## config.mk

```make
export PLATFORM = sky130hd
export DESIGN_NAME = trimmed_mean_window_filter
export DESIGN_NICKNAME = d
export VERILOG_FILES = /design/src/hw/rtl/tmwf_pkg.sv /design/src/hw/rtl/trimmed_mean_window_filter.sv
export VERILOG_INCLUDE_DIRS = /design/src /design/src/hw/rtl
export SDC_FILE = /design/constraint.sdc
export NUM_CORES = 2
export LEC_CHECK = 0
export ABC_AREA = 1
export BUFFER_PORTS_ARGS = -buffer_cell sky130_fd_sc_hd__buf_2
export CORE_MARGIN = 2
export CORE_UTILIZATION = 45
export CTS_CLUSTER_DIAMETER = 60
export DETAILED_ROUTE_END_ITERATION = 10
export PLACE_DENSITY_LB_ADDON = 0.15
export SLEW_MARGIN = 20
export SYNTH_ARGS = -nofsm -noshare
export SYNTH_HDL_FRONTEND = slang
export SYNTH_SLANG_ARGS = --single-unit
```

## constraint.sdc

```tcl
create_clock -name clock -period 7.41 [get_ports clock]
set_input_delay 0.741 -clock clock [delete_from_list [all_inputs] [get_ports clock]]
set_output_delay 0.741 -clock clock [all_outputs]
set_load 0.02 [all_outputs]
```

## src/hw/rtl/trimmed_mean_window_filter_defines.svh

```systemverilog
// Assertion macros for the trimmed-mean window filter.
// Included by modules that check their own control logic; needs clock and reset in scope.
`ifndef TRIMMED_MEAN_WINDOW_FILTER_DEFINES_SVH
`define TRIMMED_MEAN_WINDOW_FILTER_DEFINES_SVH

// Consequent checked in the same cycle as the antecedent.
`define TMWF_ASSERT_SAME(name, ante, cons, msg) \
   name: assert property (@(posedge clock) disable iff (reset) (ante) |-> (cons)) \
      else $error(msg);

// Consequent checked in the cycle after the antecedent.
`define TMWF_ASSERT_NEXT(name, ante, cons, msg) \
   name: assert property (@(posedge clock) disable iff (reset) (ante) |=> (cons)) \
      else $error(msg);

`endif

```

## src/hw/rtl/tmwf_pkg.sv

```systemverilog
// Shared constants and types for the trimmed-mean window filter.
// No dependencies.
package tmwf_pkg;

   localparam int DEFAULT_WINDOW_SIZE = 16;
   localparam int SAMPLE_W            = 16;
   localparam int SMOOTH_W            = 20;
   localparam int FRAC_W              = 4;
   localparam int REQ_TDATA_W         = 16;
   localparam int RSP_TDATA_W         = 24;

   // trim points, percent of the window
   localparam int TRIM_LO_PCT = 15;
   localparam int TRIM_HI_PCT = 85;
   localparam int PCT_DEN     = 100;

   typedef enum logic [2:0] {
      ST_IDLE,
      ST_READ_OLD,
      ST_SCAN,
      ST_MERGE,
      ST_DIV,
      ST_DONE
   } state_type;

endpackage

```

## src/hw/rtl/trimmed_mean_window_filter.sv

```systemverilog
// Trimmed-mean window filter: top level, single module.
// Depends on tmwf_pkg and trimmed_mean_window_filter_defines.svh.

// Each request carries one signed 16-bit sample. The sample goes into a ring of
// WINDOW_SIZE entries (the ring index advances before the write, so the first
// sample after reset lands in entry 1), and the block returns one response: the
// mean of the window with the lowest max(N*15/100,1) and the highest entries from
// min(N*85/100+1,N-1) upward dropped, as signed fixed point with 4 fraction bits,
// rounded toward minus infinity. Entries never written count as zero. Two
// one-read, one-write memories hold the state: the sample ring, and a copy of the
// window kept in ascending order. Per request the sorted copy is scanned once to
// find the departing sample and the insert slot, then rewritten in a second pass
// that also sums the kept entries; one multiply by the constant reciprocal of the
// fixed kept count then gives the mean. A new request is taken only after the
// previous one has gone through both memory passes, the divide and the load of
// its response. A finished response waits in an output register, and the next
// request is taken while it does. No clearing pass is needed after reset.

`include "trimmed_mean_window_filter_defines.svh"

module trimmed_mean_window_filter #(
   parameter int WINDOW_SIZE = tmwf_pkg::DEFAULT_WINDOW_SIZE
) (
   input  logic                                clock,
   input  logic                                reset,
   input  logic                                req_tvalid,
   output logic                                req_tready,
   input  logic [tmwf_pkg::REQ_TDATA_W-1:0]    req_tdata,   // [15:0] sample
   output logic                                rsp_tvalid,
   input  logic                                rsp_tready,
   output logic [tmwf_pkg::RSP_TDATA_W-1:0]    rsp_tdata    // [19:0] smoothed, rest zero
);

   localparam int SW       = tmwf_pkg::SAMPLE_W;
   localparam int IW       = $clog2(WINDOW_SIZE);
   localparam int LO_RAW   = WINDOW_SIZE * tmwf_pkg::TRIM_LO_PCT / tmwf_pkg::PCT_DEN;
   localparam int TRIM_LO  = (LO_RAW < 1) ? 1 : LO_RAW;
   localparam int HI_RAW   = WINDOW_SIZE * tmwf_pkg::TRIM_HI_PCT / tmwf_pkg::PCT_DEN + 1;
   localparam int TRIM_HI  = (HI_RAW > WINDOW_SIZE - 1) ? WINDOW_SIZE - 1 : HI_RAW;
   localparam int KEEP     = TRIM_HI - TRIM_LO;
   localparam int SUMW     = SW + IW;
   localparam int NUMW     = SUMW + tmwf_pkg::FRAC_W;
   localparam int CNT_LAST = WINDOW_SIZE + 1;
   localparam int CNTW     = $clog2(CNT_LAST + 1);
   // reciprocal of the kept count, exact floor for any NUMW-bit dividend
   localparam int     RCP_SH = NUMW + $clog2(KEEP);
   localparam longint RCP    = ((longint'(1) << RCP_SH) + longint'(KEEP) - 1) / KEEP;
   localparam int     PRODW  = RCP_SH + NUMW;

   // control
   tmwf_pkg::state_type state_ff, state_in;
   logic [CNTW-1:0]     cnt_ff, cnt_in;
   logic [IW-1:0]       idx_ff, idx_in;        // ring write index
   logic                primed_ff, primed_in;  // sorted copy written at least once
   logic [WINDOW_SIZE-1:0] win_vld_ff;
   logic                found_ff, found_in;
   logic                rsp_tvalid_ff, rsp_tvalid_in;

   // payload
   logic signed [SW-1:0]   x_ff, x_in;         // new sample
   logic signed [SW-1:0]   r_ff, r_in;         // departing sample
   logic [IW-1:0]          pos_p_ff, pos_p_in; // slot of departing sample
   logic [IW-1:0]          pos_q_ff, pos_q_in; // insert slot after removal
   logic signed [SW-1:0]   sh1_ff, sh1_in, sh2_ff, sh2_in;
   logic signed [SUMW-1:0] sum_ff, sum_in;
   logic                   neg_ff, neg_in;
   logic [NUMW-1:0]        dq_ff, dq_in;       // dividend magnitude, then quotient
   logic [tmwf_pkg::SMOOTH_W-1:0] rsp_data_ff, rsp_data_in;

   // memories
   logic signed [SW-1:0] win_mem [WINDOW_SIZE];
   logic signed [SW-1:0] srt_mem [WINDOW_SIZE];
   logic signed [SW-1:0] win_q_ff;
   logic signed [SW-1:0] srt_q_ff;

   logic                 accept;
   logic [IW-1:0]        idx_next;
   logic                 win_wr_en;
   logic                 srt_rd_en;
   logic [IW-1:0]        srt_rd_addr;
   logic                 srt_wr_en;
   logic [IW-1:0]        k_idx;
   logic [IW-1:0]        j_idx;
   logic signed [SW-1:0] s_val;
   logic signed [SW-1:0] r_val;
   logic signed [SW-1:0] new_val;
   logic                 keep_k;
   logic [NUMW-1:0]      num_w;
   logic [PRODW-1:0]     prod;
   logic [NUMW-1:0]      res_full;
   logic                 rsp_load;

   assign accept      = req_tvalid && req_tready;
   assign req_tready  = (state_ff == tmwf_pkg::ST_IDLE);
   assign rsp_tvalid  = rsp_tvalid_ff;
   assign rsp_tdata   = {{(tmwf_pkg::RSP_TDATA_W - tmwf_pkg::SMOOTH_W){1'b0}}, rsp_data_ff};

   assign idx_next    = (idx_ff == IW'(WINDOW_SIZE - 1)) ? '0 : idx_ff + IW'(1);
   assign win_wr_en   = (state_ff == tmwf_pkg::ST_READ_OLD);
   assign srt_rd_en   = ((state_ff == tmwf_pkg::ST_SCAN) || (state_ff == tmwf_pkg::ST_MERGE))
                        && (cnt_ff < CNTW'(WINDOW_SIZE));
   assign srt_rd_addr = cnt_ff[IW-1:0];
   assign srt_wr_en   = (state_ff == tmwf_pkg::ST_MERGE) && (cnt_ff >= CNTW'(2));
   assign j_idx       = cnt_ff[IW-1:0] - IW'(1);
   assign k_idx       = cnt_ff[IW-1:0] - IW'(2);

   // sorted copy reads as zeros until its first full rewrite
   assign s_val = primed_ff ? srt_q_ff : '0;
   assign r_val = win_vld_ff[idx_ff] ? win_q_ff : '0;

   // rewrite of slot k: drop the departing sample at p, insert the new one at q
   always_comb begin
      if (k_idx < pos_q_ff) begin
         new_val = (k_idx < pos_p_ff) ? sh1_ff : s_val;
      end else if (k_idx == pos_q_ff) begin
         new_val = x_ff;
      end else begin
         new_val = (k_idx <= pos_p_ff) ? sh2_ff : sh1_ff;
      end
   end

   assign keep_k = (k_idx >= IW'(TRIM_LO)) && (k_idx < IW'(TRIM_HI));

   // divide by the kept count: multiply by its reciprocal, keep the top bits
   assign num_w = {sum_ff, {tmwf_pkg::FRAC_W{1'b0}}};
   assign prod  = PRODW'(dq_ff) * PRODW'(RCP);

   // negative magnitude carried a KEEP-1 bias, so negating rounds to the floor
   assign res_full = !neg_ff ? dq_ff : (~dq_ff + NUMW'(1));
   assign rsp_load = (state_ff == tmwf_pkg::ST_DONE) && (!rsp_tvalid_ff || rsp_tready);

   // next state
   always_comb begin
      state_in = state_ff;
      case (state_ff)
         tmwf_pkg::ST_IDLE: begin
            if (req_tvalid) state_in = tmwf_pkg::ST_READ_OLD;
         end
         tmwf_pkg::ST_READ_OLD: begin
            state_in = tmwf_pkg::ST_SCAN;
         end
         tmwf_pkg::ST_SCAN: begin
            if (cnt_ff == CNTW'(WINDOW_SIZE)) state_in = tmwf_pkg::ST_MERGE;
         end
         tmwf_pkg::ST_MERGE: begin
            if (cnt_ff == CNTW'(WINDOW_SIZE + 1)) state_in = tmwf_pkg::ST_DIV;
         end
         tmwf_pkg::ST_DIV: begin
            state_in = tmwf_pkg::ST_DONE;
         end
         tmwf_pkg::ST_DONE: begin
            if (!rsp_tvalid_ff || rsp_tready) state_in = tmwf_pkg::ST_IDLE;
         end
         default: begin
            state_in = tmwf_pkg::ST_IDLE;
         end
      endcase
   end

   // datapath and outputs
   always_comb begin
      cnt_in        = cnt_ff;
      idx_in        = idx_ff;
      primed_in     = primed_ff;
      found_in      = found_ff;
      x_in          = x_ff;
      r_in          = r_ff;
      pos_p_in      = pos_p_ff;
      pos_q_in      = pos_q_ff;
      sh1_in        = sh1_ff;
      sh2_in        = sh2_ff;
      sum_in        = sum_ff;
      neg_in        = neg_ff;
      dq_in         = dq_ff;
      rsp_data_in   = rsp_data_ff;
      rsp_tvalid_in = rsp_tvalid_ff && !rsp_tready;
      case (state_ff)
         tmwf_pkg::ST_IDLE: begin
            if (accept) begin
               x_in   = signed'(req_tdata[SW-1:0]);
               idx_in = idx_next;
            end
         end
         tmwf_pkg::ST_READ_OLD: begin
            r_in     = r_val;
            cnt_in   = '0;
            found_in = 1'b0;
            pos_p_in = IW'(WINDOW_SIZE - 1);
            pos_q_in = '0;
         end
         tmwf_pkg::ST_SCAN: begin
            cnt_in = cnt_ff + CNTW'(1);
            if (cnt_ff != '0) begin
               if (!found_ff && (s_val == r_ff)) begin
                  found_in = 1'b1;
                  pos_p_in = j_idx;
               end else if (s_val < x_ff) begin
                  pos_q_in = pos_q_ff + IW'(1);
               end
            end
            if (cnt_ff == CNTW'(WINDOW_SIZE)) begin
               cnt_in = '0;
               sum_in = '0;
            end
         end
         tmwf_pkg::ST_MERGE: begin
            cnt_in = cnt_ff + CNTW'(1);
            sh1_in = s_val;
            sh2_in = sh1_ff;
            if (srt_wr_en && keep_k) begin
               sum_in = sum_ff + SUMW'(new_val);
            end
            if (cnt_ff == CNTW'(WINDOW_SIZE + 1)) begin
               // top slot is never kept, so the sum is complete here
               cnt_in    = '0;
               primed_in = 1'b1;
               neg_in    = sum_ff[SUMW-1];
               // negative: magnitude plus KEEP-1, so the quotient rounds up
               dq_in     = sum_ff[SUMW-1] ? (~num_w + NUMW'(KEEP)) : num_w;
            end
         end
         tmwf_pkg::ST_DIV: begin
            dq_in = prod[RCP_SH +: NUMW];
         end
         tmwf_pkg::ST_DONE: begin
            if (rsp_load) begin
               rsp_data_in   = res_full[tmwf_pkg::SMOOTH_W-1:0];
               rsp_tvalid_in = 1'b1;
            end
         end
         default: begin
            cnt_in = '0;
         end
      endcase
   end

   // control registers
   always_ff @(posedge clock) begin
      if (reset) begin
         state_ff      <= tmwf_pkg::ST_IDLE;
         cnt_ff        <= '0;
         idx_ff        <= '0;
         primed_ff     <= 1'b0;
         found_ff      <= 1'b0;
         rsp_tvalid_ff <= 1'b0;
         win_vld_ff    <= '0;
      end else begin
         state_ff      <= state_in;
         cnt_ff        <= cnt_in;
         idx_ff        <= idx_in;
         primed_ff     <= primed_in;
         found_ff      <= found_in;
         rsp_tvalid_ff <= rsp_tvalid_in;
         if (win_wr_en) win_vld_ff[idx_ff] <= 1'b1;
      end
   end

   // payload registers
   always_ff @(posedge clock) begin
      x_ff        <= x_in;
      r_ff        <= r_in;
      pos_p_ff    <= pos_p_in;
      pos_q_ff    <= pos_q_in;
      sh1_ff      <= sh1_in;
      sh2_ff      <= sh2_in;
      sum_ff      <= sum_in;
      neg_ff      <= neg_in;
      dq_ff       <= dq_in;
      rsp_data_ff <= rsp_data_in;
   end

   // sample ring
   always_ff @(posedge clock) begin
      if (win_wr_en) win_mem[idx_ff] <= x_ff;
      if (accept) win_q_ff <= win_mem[idx_next];
   end

   // sorted copy; pass writes trail reads by two slots
   always_ff @(posedge clock) begin
      if (srt_wr_en) srt_mem[k_idx] <= new_val;
      if (srt_rd_en) srt_q_ff <= srt_mem[srt_rd_addr];
   end

   `TMWF_ASSERT_NEXT(a_accept_reads_old, accept, state_ff == tmwf_pkg::ST_READ_OLD,
      "accepted request did not start the ring read")
   `TMWF_ASSERT_NEXT(a_old_sample_found,
      (state_ff == tmwf_pkg::ST_SCAN) && (cnt_ff == CNTW'(WINDOW_SIZE)), found_ff,
      "departing sample missing from sorted copy")
   `TMWF_ASSERT_NEXT(a_div_single, state_ff == tmwf_pkg::ST_DIV,
      state_ff == tmwf_pkg::ST_DONE, "divide step took more than one cycle")
   `TMWF_ASSERT_NEXT(a_done_waits,
      (state_ff == tmwf_pkg::ST_DONE) && rsp_tvalid_ff && !rsp_tready,
      (state_ff == tmwf_pkg::ST_DONE) && rsp_tvalid_ff,
      "pending response overwritten")

endmodule
```

; ---- After elaboration in Yosys (flattened, before gate mapping)
; Memory sizes are Yosys's and may differ from the RTL's. A register that Yosys moved wholly into a read port is not among the register bits.
; Cells that the tools add are included.
[classes]
n_addsub = 8
mul = 1
magnitude_cmp = 10
eq_ne = 19
muxes = 41
bitwise_logic = 3
n_reduce_logical = 28
[ops]
columns = cell, n
row1 = $mux 16, 5
row2 = $mux 20, 3
row3 = $mul 24x24->48 const B, 1
row4 = $mux 24, 2
row5 = $pmux 24 s2, 1
row6 = $pmux 20 s2, 1
row7 = $add 24x4->24 const B, 1
row8 = $mux 4, 6
row9 = $not 24->24, 1
row10 = $add 20x1->20 const B, 1
row11 = $add 20x16->20, 1
row12 = $not 20->20, 1
row13 = $pmux 3 s6, 1
row14 = $eq 16x16->1, 1
row15 = $lt 16x16->1, 1
row16 = $or 16x16->16, 1
row17 = $pmux 4 s2, 2
row18 = $pmux 5 s3, 1
row19 = $ne 2x1->1 const B, 7
row20 = $mux 3, 4
row21 = $eq 5x5->1 const B, 2
row22 = $mux 1, 10
row23 = $mux 5, 2
row24 = $logic_and 1x1->1, 9
row25 = 30 further kinds, 45
[word_totals]
reg_bits = 168
mem_bits_rw = 512
inputBits = 20
output_inout_bits = 26
elab_cells = 129
memories = 2
[mem_list]
columns = name, words, word_bits, rd, rd_clocked_by_memory_dff, wr, line_no
row1 = srt_mem, 16, 16, 1, 1, 1, trimmed_mean_window_filter.sv:72  ; logic signed [SW-1:0] srt_mem [WINDOW_SIZE];
row2 = win_mem, 16, 16, 1, 1, 1, trimmed_mean_window_filter.sv:71  ; logic signed [SW-1:0] win_mem [WINDOW_SIZE];

; ---- Logic depth before layout (Yosys ltp)
[depth]
ltp_word = 8
ltp_mapped = 30
mapped_depth_nobuf = 28

; ---- Least setup slack after synthesis
; OpenSTA, ideal clock, no wires.
[synth_path]
path_type = reg-to-reg
startpoint = reg dq_ff[9]
endpoint = reg dq_ff[15], data pin
t_arrival_ns = 5.153
setup_slack_ns = 2.001
stages_incl_launch_ff = 26
n_path_buf = 0
synth_period_minus_slack_ns = 5.409
cell_sequence = edfxtp_1 -> ha_1 -> inv_1 -> fa_1 -> inv_1 -> fa_1 -> inv_1 -> fa_1 -> fa_1 -> inv_1 -> fa_1 -> ha_1 -> ha_1 -> nand2_1 -> nor2_1 -> nand2_1 -> inv_1 -> nand2_1 -> nor2_1 -> nand2_1 -> o21ai_0 -> nor2_1 -> nand2_1 -> nand2_1 -> nand3_1 -> nand2_1
[synth_between]
elab_chain_len = 2
[synth_rtl]
columns = element, line_no
row1 = start: declaration, trimmed_mean_window_filter.sv:67  ; logic [NUMW-1:0] dq_ff, dq_in;
row2 = start signal: assignment, trimmed_mean_window_filter.sv:268  ; dq_ff <= dq_in;
row3 = $mul 24x24->48, trimmed_mean_window_filter.sv:126  ; assign prod = PRODW'(dq_ff) * PRODW'(RCP);
row4 = $pmux 24 s2, trimmed_mean_window_filter.sv:177  ; case (state_ff)
row5 = named net dq_in[15], trimmed_mean_window_filter.sv:67
; The timed path passes the listed nets, and every way through them passes these cells.
; A chain may end at the register's enable or synchronous reset.

; ---- Final worst setup path
[layout_path]
startpoint = reg dq_ff[1]
endpoint = reg dq_ff[7], data pin
; Same word-level chain as after synthesis.

==> flow_metrics.tcl <==
set metrics [dict create \
    status "finished clean" \
    postCtsResizedCells 0 \
    routedWlPerCell_um 21.6 \
    relSlewSlack 0.288 \
    drv_cap 0 \
    critPathKind "reg2reg" \
    fmax_ghz 0.145 \
    ant_nets 0 \
    h-tree-depth 3 \
    rows 112 \
    initial_core_util 0.452 \
    ys.warnings.count 0 \
    fillers 8592 \
    cts_hold_buf 0 \
    n_antenna_cell 0 \
    synth.ff_latch_count 712 \
    synthArstFlopShare 0 \
    crit_path_end_kind "flip-flop" \
    grt_pass1_wl_um 179000 \
    dieArea_um2 96000 \
    final_util 0.502 \
    seq_area_frac_synth 0.500 \
    cts.sinks 712 \
    drtIter0Drc 2254 \
    post-route-period-util 0.934 \
    grt_usage 0.249 \
    routed_via_density 5.34 \
    finalSetupViolCount 0 \
    cts.reportedPaths.clkPinSlew_ns 0.06 \
    post_cts_buffers 0 \
    grt_pass1_vias 29107 \
    leakage_nw 19.4 \
    synth_cells 4036 \
    maxSlewViolCount 0 \
    synth_edf_count 681 \
    clock_path_buffers 3 \
    nets 4682 \
    core_area_um2 93000 \
    timing.setup.tns_ns 0 \
    vias 29028 \
    start_kind "flip-flop" \
    power.density_nw_per_um2 298 \
    root_buffer "clkbuf_16" \
    skew_ns 0.0324 \
    drc_errors 0 \
    mostFrequentLayoutCells "681 x edfxtp_1, 617 x inv_1, 527 x nand2_1" \
    cp.arrival_ns 7.27 \
    synth_ff_type "edfxtp_1" \
    grt_max_degree 90 \
    postPlaceCellArea_um2 43900 \
    dp_hpwl_um 83200 \
    die-width_um 310 \
    rsz0062_at_grt "no" \
    peakVddDrop_mv 0.212 \
    port_buffers 41 \
    yosysUniqueCellTypes 46 \
    tightest_slew_ns 1.07 \
    die_height_um 310 \
    finalHoldViolations 0 \
    cp.required_ns 7.77 \
    synthesis.area_um2 42100 \
    ff2ff_setup_slack_ns 0.49 \
    routed_wl_um 118000 \
    gp_congestion 0.965 \
    layout-drive-gt1-share 0.0727 \
    syn_area_per_cell_um2 10.4 \
    fin_area_um2 46700 \
    antenna_found_initial 3 \
    overflow 0 \
    cts_tree "yes" \
    drt_first_pass_iters 8 \
    clock_latency_ns 0.68 \
    syn2layout_area_growth_pct 10.9 \
    mostFrequentLayoutCell "edfxtp_1" \
    finalPower_mw 13.9 \
    period_minus_slack_ns 6.92 \
    boundaryPins 46 \
    crit_fanout 11 \
    cts_buffers 86 \
    hp-class "in2reg" \
]
[flip-flops by register name, summed over array words and instances (netlist names)]
register	count
win_mem	256
dq_ff	24
sh2_ff	16
sum_ff	20
idx_ff	4
x_ff	16
neg_ff	1
win_vld_ff	16
rsp_data_ff	20
state_ff	3
pos_q_ff	4
pos_p_ff	4
found_ff	1
r_ff	16
sh1_ff	16
srt_q_ff	16
rsp_tvalid	1
win_q_ff	16
primed_ff	1
cnt_ff	5
srt_mem	256
[synthesized netlist by cell type, types with 8 or more instances]
library cell / count / area, um^2
nand4_1: 24 / 150
o22ai_1: 69 / 432
nor3_1: 25 / 125
a31oi_1: 9 / 56.3
o21bai_1: 12 / 90.1
fa_1: 218 / 4360
o21ai_0: 346 / 1730
dfxtp_1: 31 / 621
nor2_1: 492 / 1850
buf_2: 27 / 135
o221ai_1: 46 / 403
o211ai_1: 28 / 210
clkbuf_1: 83 / 312
a21o_1: 8 / 60.1
buf_6: 13 / 146
xor2_1: 30 / 263
nand2_1: 527 / 1980
nand3_1: 129 / 646
ha_1: 333 / 4170
edfxtp_1: 681 / 20400
a21oi_1: 197 / 986
o21ai_1: 14 / 70.1
o21a_1: 13 / 97.6
inv_1: 620 / 2330
[worst max-delay path, cell delays in order, from the launching register on]
cell and delay, ns:
edfxtp_1 0.67, ha_1 0.50, xor2_1 0.50, ha_1 0.25, a21oi_1 0.07, fa_1 0.52
inv_1 0.05, fa_1 0.49, fa_1 0.50, inv_1 0.05, fa_1 0.45, fa_1 0.49
inv_1 0.04, ha_1 0.30, a21oi_1 0.20, o21ai_0 0.19, a21oi_1 0.34, nor2_1 0.08
nor2_1 0.09, nand2_1 0.10, nand2_1 0.07, nand2_1 0.04, o21ai_0 0.61
[kinds of logic after synthesis]
family | synth area share
adder cells (fa/ha/maj) | 0.203
XOR/XNOR | 0.00728
AND/OR/NAND/NOR | 0.117
other | 0.0000891
buffers and inverters | 0.0712
flip-flops | 0.500
AO/OA/AOI/OAI | 0.102
[stage by stage]
step                      hold WS [ns]  setup slack, ns  instances
final                            0.237            0.492       5434
after global placement           0.431            0.354       5277
after detailed placement         0.434            0.438       5277
after floorplan                  0.424             2.00       4039
after global routing             0.212            0.122       5434
after CTS                        0.195            0.405       5434
[per-layer routing]
metal / vias up / part of all wire / wire length (um) / GRT usage
met2: 818 / 0.48 / 56700 / 0.414
li1: 13805 / - / - / -
met3: 145 / 0.055 / 6460 / 0.0325
met5: - / 0.00022 / 26 / 0
met4: 4 / 0.023 / 2740 / 0.0720
met1: 14256 / 0.44 / 51700 / 0.342
[final cells by class]
| type | count | area (um^2) | share of cell area |
|---|---|---|---|
| clock inverters | 58 | 464 | 0.00994 |
| clock buffers | 99 | 2250 | 0.0483 |
| well taps | 1254 | 1570 | 0.0336 |
| repair buffers | 119 | 791 | 0.0169 |
| multi-input cells | 2569 | 18200 | 0.390 |
| flip-flops and latches | 712 | 21100 | 0.451 |
| inverters | 623 | 2340 | 0.0502 |
[power by group]
part	internal, mW	total, mW	switching, mW
Clock	2.31	4.05	1.74
Combinational	1.18	4.24	3.07
Sequential	5.38	5.63	0.252
Total	8.86	13.9	5.06
[worst paths after layout]
kind	to	start	depth (start not counted)
worst max-delay path	dq_ff[7]	dq_ff[1]	22
worst min-delay path	x_ff[4]	req_tdata[4]	1
worst max register to register	dq_ff[7]	dq_ff[1]	22
worst min register to register	sh2_ff[11]	sh1_ff[11]	0
Power figures use the tool's default switching activity.
